File: src/rtl/ctq_ram.sv
// ----------------------------------------------------------------------------
// ctq_ram
// Generic single-write, single-read RAM with registered read data.
// ----------------------------------------------------------------------------
module ctq_ram #(
  parameter int WIDTH = 8,
  parameter int DEPTH = 16
) (
  input  logic                     clk,
  input  logic                     we,
  input  logic [$clog2(DEPTH)-1:0] waddr,
  input  logic [WIDTH-1:0]         wdata,
  input  logic [$clog2(DEPTH)-1:0] raddr,
  output logic [WIDTH-1:0]         rdata
);

  logic [WIDTH-1:0] mem [DEPTH];

  always_ff @(posedge clk) begin
    if (we) begin
      mem[waddr] <= wdata;
    end
    rdata <= mem[raddr];
  end

endmodule

File: config.mk
export PLATFORM = sky130hd
export DESIGN_NAME = ctq_ram
export DESIGN_NICKNAME = d
export VERILOG_FILES = /design/src/rtl/ctq_ram.sv
export SDC_FILE = /design/constraint.sdc
export NUM_CORES = 1
export LEC_CHECK = 0
export BUFFER_PORTS_ARGS = -buffer_cell sky130_fd_sc_hd__buf_2
export CAP_MARGIN = 10
export CORE_MARGIN = 1.5
export CORE_UTILIZATION = 54
export DETAILED_ROUTE_END_ITERATION = 10
export PLACE_DENSITY = 0.71
export SYNTH_ARGS = -nofsm -noshare
export SYNTH_HDL_FRONTEND = slang
export SYNTH_SLANG_ARGS = --single-unit
export TNS_END_PERCENT = 20
File: constraint.sdc
create_clock -name clk -period 1.77 [get_ports clk]
set_input_delay 0.354 -clock clk [delete_from_list [all_inputs] [get_ports clk]]
set_output_delay 0.354 -clock clk [all_outputs]
set_load 0.02 [all_outputs]
==> results of run 1 <==
[per-layer routing]
layer	vias up	share of wire
met5	-	0.0011
met4	2	0.012
met3	13	0.066
met2	83	0.49
met1	1249	0.43
li1	1079	-
[per-stage QoR]
| stage | hold slack, ps | worst slack [ps] | utilization | total power (W) |
|---|---|---|---|---|
| floorplan | 453 | 150 | - | 0.00389 |
| global placement | 660 | 37.7 | 0.600 | 0.00404 |
| detailed placement | 668 | 28.9 | 0.600 | 0.00405 |
| CTS | 209 | 329 | 0.667 | 0.00770 |
| global route | 212 | 307 | 0.667 | 0.00785 |
| finish | 219 | 384 | 0.667 | 0.00764 |
[final timing paths]
kind	to	slack, ps	depth (start not counted)
setup reg to reg	rdata[3]$_DFF_P_	410	3
hold reg to reg	rdata[5]$_DFF_P_	690	3
setup / recovery	rdata[7]	380	1
hold / removal	mem[10][4]$_DFFE_PP_	220	1
[state kept, by name, indices dropped and copies added, names as in the netlist]
signal / flops
mem: 128
rdata: 8
[synthesized netlist by cell type, drive strengths merged]
library cell,count,share of area
a22oi,16,0.023
and2,1,0.0012
edfxtp,128,0.75
and2b,1,0.0015
nand2b,2,0.0024
nand3,1,0.00097
or3b,1,0.0017
nand3b,2,0.0029
nor2,13,0.0095
clkdlybuf4s25,3,0.0058
nor2b,1,0.0012
dfxtp,8,0.031
nor3,4,0.0039
buf,7,0.011
nand2,9,0.0066
mux4,32,0.15
[kinds of logic after synthesis]
| group | Yosys count | share of synthesized area |
|---|---|---|
| flip-flops | 136 | 0.778 |
| AND/OR/NAND/NOR | 35 | 0.0318 |
| multiplexers | 32 | 0.150 |
| AO/OA/AOI/OAI | 16 | 0.0233 |
| buffers and inverters | 10 | 0.0168 |
[cell type report]
type / count / area [sq um]
clock buffer: 19 / 422
tap: 129 / 161
fill: 589 / 3080
timing repair buffer: 45 / 313
clock inverter: 13 / 201
multi-input combinational: 83 / 1060
sequential: 136 / 4000
[power by group]
part / internal [W] / switching (W) / total (W)
clock network: 0.00242 / 0.00125 / 0.00367
registers: 0.00360 / 0.0000196 / 0.00362
logic: 0.000150 / 0.000204 / 0.000354
==> metrics.log, run 1 <==
[metrics] via count: 2426
[metrics] die area: 10100 sq um
[metrics] Total Wirelength: 9.06 mm
[metrics] CTS Buffer Depth: 2
[metrics] register area share after synthesis: 0.778
[metrics] number of buffer and inverter stages on the critical path: 1
[metrics] Final Instance Area: 6160 sq um
[metrics] most frequent standard cell in the layout excluding fill and tap cells: edfxtp_1
[metrics] effective utilization at floorplan: 0.557
[metrics] time the final worst path needs with I/O delays and setup: 1390 ps
[metrics] data arrival time of the critical path: 1030 ps
[metrics] endpoint kind of the worst setup timing path: output pin
[metrics] Syn Area/Cell: 22.5 sq um
[metrics] Setup Total Neg Slack: 0 ps
[metrics] average via count per standard cell: 5.71
[metrics] Die Width: 101 um
[metrics] number of buffers inserted during clock tree synthesis: 17
[metrics] standard cell with the maximum stage delay on the critical path: dfxtp_1
[metrics] global routing usage on met1: 0.265
[metrics] nets@finish: 301
[metrics] clock-pin slew reported for the worst setup and hold paths after clock tree synthesis: 60 ps
[metrics] Final Slew Violations: 0
[metrics] antenna violations before repair: 1
[metrics] post-CTS resize count: 0
[metrics] leading cell types in the layout, fill and taps excluded: 128 x edfxtp_1, 25 x buf_2, 18 x mux4_2
[metrics] Slew headroom: 0.551
[metrics] diodes inserted: 0
[metrics] number of distinct standard cells referenced by the synthesized netlist: 19
[metrics] # DRC: 0
[metrics] fraction of final layout cells with drive strength greater than 1: 0.314
[metrics] Area growth, synth to finish: 19.7%
[metrics] cell at the root of the clock tree: clkbuf_8
[metrics] Lkg Pwr: 2.12 nW
[metrics] number of cells in the finished layout apart from fillers: 425
[metrics] final critical-path share of the clock period: 0.783
[metrics] core area: 9240 sq um
[metrics] beginning of the worst hold path: wdata[4]
[metrics] met2 track demand over resource: 0.313
[metrics] RR Startpoint: mem[6][3]$_DFFE_PP_
[metrics] highest ir drop seen on vdd: 0.000767 V
[metrics] number of top-level design ports: 26
[metrics] min-delay worst type: input port to flip-flop
[metrics] Post-Syn Nets: 247
[metrics] cell type group with the largest total delay on the critical path: flip-flops
[metrics] H-tree Lvls: 4
[metrics] transition time at the pin with the least slew margin: 671 ps
[metrics] largest fanout of any net on the critical path: 1
[metrics] clock latency of the later-clocked register in the worst-skew pair: 510 ps
[metrics] half-perimeter wire length after detailed placement: 5.80 mm
[metrics] post-CTS setup repair buffer count: 0
[metrics] pin count of the biggest net entering global routing: 33
[metrics] post-synth design cell area: 5150 sq um
[metrics] sink count of the clock tree: 136
[metrics] crit-path cells: buf_2
[metrics] Detail Route Antenna Nets: 0
[metrics] CTS tree: yes
[metrics] number of input and output port buffers inserted: 25
[metrics] overall overflow remaining after global route: 0
[metrics] run status: complete, no violations
[metrics] drt wl/cell: 21.3 um
[metrics] via count of the first global-routing pass: 2511
[metrics] Worst Skew: 6.90 ps
[metrics] wire length of the first global-routing pass: 13.9 mm
[metrics] origin of the worst setup path: rdata[7]$_DFF_P_
[metrics] die outline height: 101 um
[metrics] count of final setup violators: 0
[metrics] unrepaired setup endpoints after global routing: no
[metrics] GP Congestion: 0.712
[metrics] Setup Crit Path Kind: flip-flop to output pin
[metrics] Max Clock Freq: 721 MHz
[metrics] cell count after placement: 393
[metrics] max incr delay on CP: 340 ps
[metrics] instance area after placement: 5540 sq um
[metrics] Pwr Density: 1240 nW/um^2
[metrics] total count of hold-check failures in the final report: 0
[metrics] Syn. warnings: 0
[metrics] global-route usage over all layers: 0.201
[metrics] Initial DRC Count: 171
[metrics] worst endpoint required time: 1420 ps
[metrics] number of detailed-route iterations in the first pass: 4
[metrics] routing layer with the top usage in global route: met2
[metrics] floorplan row count: 35
[metrics] met3 usage in global routing: 0.0735
[metrics] number of instances in the synthesized netlist: 229
[metrics] # hold bufs at CTS: 0
[metrics] category of the worst setup path launch point: flip-flop
[metrics] synthesis-stage register bit count: 136
[metrics] total of max-cap violations: 0
(Power assumes the default switching activity.)
==> run 2: changes to the inputs <==
Clock period 1.77 ns to 1.1 ns, I/O delays scaled along.
==> run 2 against run 1 <==
The flow now finishes with violations (negative setup slack). Total power increased by 53%. Cell count increased by 3.5%. Clock-buffer cell count increased by 3. Largest cell class unchanged. Combinational power increased by 100%. Highest routed layer is now met4.
==> metrics.log, run 2 (same netlist as run 1, synthesis figures left out) <==
[metrics] category of the worst setup path launch point: flip-flop
[metrics] Worst Reg-to-Reg Cells: 3 (unchanged)
[metrics] Max Clock Freq: 770 MHz
[metrics] run status: finished, violations left
[metrics] transition time at the pin with the least slew margin: 1030 ps (+356 ps)
[metrics] CTS tree: yes
[metrics] # hold bufs at CTS: 0 (unchanged)
[metrics] Pwr Density: 1840 nW/um^2 (+48%)
[metrics] nets@finish: 316 (+5.0%)
[metrics] floorplan row count: 35 (unchanged)
[metrics] die outline height: 101 um (unchanged)
[metrics] Logic pwr share: 0.061 (+0.015)
[metrics] Setup Total Neg Slack: -1950 ps (-1950 ps)
[metrics] number of cells traversed by the worst hold path: 1 (unchanged)
[metrics] total count of hold-check failures in the final report: 0 (unchanged)
[metrics] die area: 10100 sq um (unchanged)
[metrics] number of top-level design ports: 26 (unchanged)
[metrics] Lkg Pwr: 2.15 nW (+1.5%)
[metrics] area of combinational cells with multiple inputs: 1110 sq um (+4.7%)
[metrics] cell-internal power: 0.00939 W (+52%)
[metrics] highest ir drop seen on vdd: 0.00102 V (+33%)
[metrics] clock-pin slew reported for the worst setup and hold paths after clock tree synthesis: 60 ps (about the same)
[metrics] Total Wirelength: 10.0 mm (+10%)
[metrics] final critical-path share of the clock period: 1.18
[metrics] # DRC: 0 (unchanged)
[metrics] min-delay worst type: input port to flip-flop
[metrics] diodes inserted: 0 (unchanged)
[metrics] capturing point of the worst reg2reg path: rdata[5]$_DFF_P_
[metrics] cell at the root of the clock tree: clkbuf_8
[metrics] pin count of the biggest net entering global routing: 19 (-42%)
[metrics] largest fanout of any net on the critical path: 1 (unchanged)
[metrics] drt wl/cell: 22.7 um (+6.7%)
[metrics] max incr delay on CP: 500 ps (+160 ps)
[metrics] crit-path cells: mux4_2 > a22oi_2 > nand2_1
[metrics] terminating pin of the worst hold path: mem[10][4]$_DFFE_PP_
[metrics] worst endpoint required time: 1480 ps (+60 ps)
[metrics] Detail Route Antenna Nets: 0 (unchanged)
[metrics] core area: 9240 sq um (unchanged)
[metrics] worst reg2reg setup slack: -200 ps (-610 ps)
[metrics] fillers: 567 (-3.7%)
[metrics] half-perimeter wire length after detailed placement: 6.28 mm (+8.3%)
[metrics] largest register by flop count: mem
[metrics] number of buffer and inverter stages on the critical path: 0 (-1)
[metrics] Sequential Power Share: 0.499 (+0.025)
[metrics] number of input and output port buffers inserted: 25 (unchanged)
[metrics] cell count after placement: 408 (+3.8%)
[metrics] switch share: 0.199 (+0.00665)
[metrics] number of detailed-route iterations in the first pass: 6 (+2)
[metrics] Worst Skew: 5.88 ps (-1.02 ps)
[metrics] via count of the first global-routing pass: 2539 (+1.1%)
[metrics] critical path depth: 3 (+2)
[metrics] time the final worst path needs with I/O delays and setup: 1300 ps
[metrics] count of final setup violators: 16 (+16)
[metrics] sink count of the clock tree: 136 (unchanged)
[metrics] clock latency of the later-clocked register in the worst-skew pair: 500 ps (about the same)
[metrics] antenna violations before repair: 0 (-1)
[metrics] GP Congestion: 0.762 (+7.0%)
[metrics] fraction of final layout cells with drive strength greater than 1: 0.457 (+0.142)
[metrics] clock share of power: 0.440 (-0.040)
[metrics] Area growth, synth to finish: 23.7%
[metrics] number of cells in the finished layout apart from fillers: 440 (+3.5%)
[metrics] unrepaired setup endpoints after global routing: yes
[metrics] total of max-cap violations: 0 (unchanged)
[metrics] flip-flop count of the largest register, all copies and words added: 128 (unchanged)
[metrics] cell type group with the largest total delay on the critical path: multiplexers
[metrics] net switching power: 0.00233 W (+59%)
[metrics] data arrival time of the critical path: 1680 ps (+650 ps)
[metrics] number of buffers inserted during clock tree synthesis: 17 (unchanged)
[metrics] average via count per standard cell: 5.66 (-0.78%)
[metrics] endpoint kind of the worst setup timing path: flip-flop
[metrics] CTS Buffer Depth: 2 (unchanged)
[metrics] wire length of the first global-routing pass: 15.2 mm (+9.0%)
[metrics] biggest registers after layout: mem (128), rdata (8)
[metrics] effective utilization at floorplan: 0.557 (unchanged)
[metrics] overall overflow remaining after global route: 0 (unchanged)
[metrics] RR Startpoint: mem[0][5]$_DFFE_PP_
[metrics] Reg area: 4010 sq um (+0.22%)
[metrics] most frequent standard cell in the layout excluding fill and tap cells: edfxtp_1
[metrics] Slew headroom: 0.313 (-0.238)
[metrics] via count: 2492 (+2.7%)
[metrics] H-tree Lvls: 4 (unchanged)
[metrics] Die Width: 101 um (unchanged)
[metrics] Final Slew Violations: 0 (unchanged)
[metrics] Setup Crit Path Kind: flip-flop to flip-flop
[metrics] violations in the final reports: negative setup slack
[metrics] standard cell with the maximum stage delay on the critical path: mux4_2
[metrics] leading cell types in the layout, fill and taps excluded: 128 x edfxtp_1, 29 x mux4_2, 28 x buf_4
[metrics] Initial DRC Count: 126 (-26%)
[metrics] beginning of the worst hold path: wdata[4]
[metrics] global-route usage over all layers: 0.221 (+0.0204)
[metrics] post-route setup slack: -199 ps (-582 ps)
[run 2: cell types whose count changed in the layout (fill, tap and decap cells not counted), sizes merged]
cell,previous run,this run
clkbuf,19,22
clkinvlp,1,3
inv,1,0
buf,45,60
bufinv,5,2
clkinv,6,5
[run 2: per-stage QoR]
stage	util	total power (W)	area [sq um]	hold WS [ps]	worst slack, ps
6_report	0.689	0.0117	6370	94.3	-199
5_1_grt	0.689	0.0121	6370	87.9	-272
2_1_floorplan	-	0.00628	5160	319	-226
4_1_cts	0.688	0.0118	6360	75.4	-221
3_5_place_dp	0.618	0.00658	5710	612	-535
3_3_place_gp	0.618	0.00656	5710	600	-498
[run 2: worst max path at each step]
stage,start,to
after global routing,mem[15][6]$_DFFE_PP_,rdata[6]$_DFF_P_
after global placement,raddr[0],rdata[5]$_DFF_P_
final,mem[0][5]$_DFFE_PP_,rdata[5]$_DFF_P_
after CTS,mem[15][6]$_DFFE_PP_,rdata[6]$_DFF_P_
after floorplan,raddr[0],rdata[4]$_DFF_P_
after detailed placement,raddr[0],rdata[6]$_DFF_P_
[run 2: timing repair]
item / CTS / global route
pin swaps: 5 / 3
endpoints found under the setup margin: 16 / 16
hold endpoints to repair: 0 / 0
resized for setup: 31 / 5
buffers inserted: 0 / 0
[run 2: power by group through the flow]
stage | registers (W) | logic, W | clock network, W
after global routing | 0.00586 | 0.000762 | 0.00545
after global placement | 0.00594 | 0.000622 | 0
final | 0.00585 | 0.000710 | 0.00516
after floorplan | 0.00597 | 0.000312 | 0
after CTS | 0.00585 | 0.000712 | 0.00522
after detailed placement | 0.00594 | 0.000639 | 0
[run 2: layout make-up]
class                           count  share of cell area
Timing Repair Buffer               60              0.0839
Tap cell                          129              0.0253
Clock inverter                     10              0.0165
Sequential cell                   136               0.630
Clock buffer                       22              0.0695
Multi-Input combinational cell     83               0.175
[run 2: per-layer routing]
metal  vias up  GRT usage  part of all wire
li1       1108          -                 -
met1      1289      0.310              0.44
met2        87      0.350              0.50
met3         8     0.0458             0.046
met4         0     0.0791             0.010
met5         -          0                 0
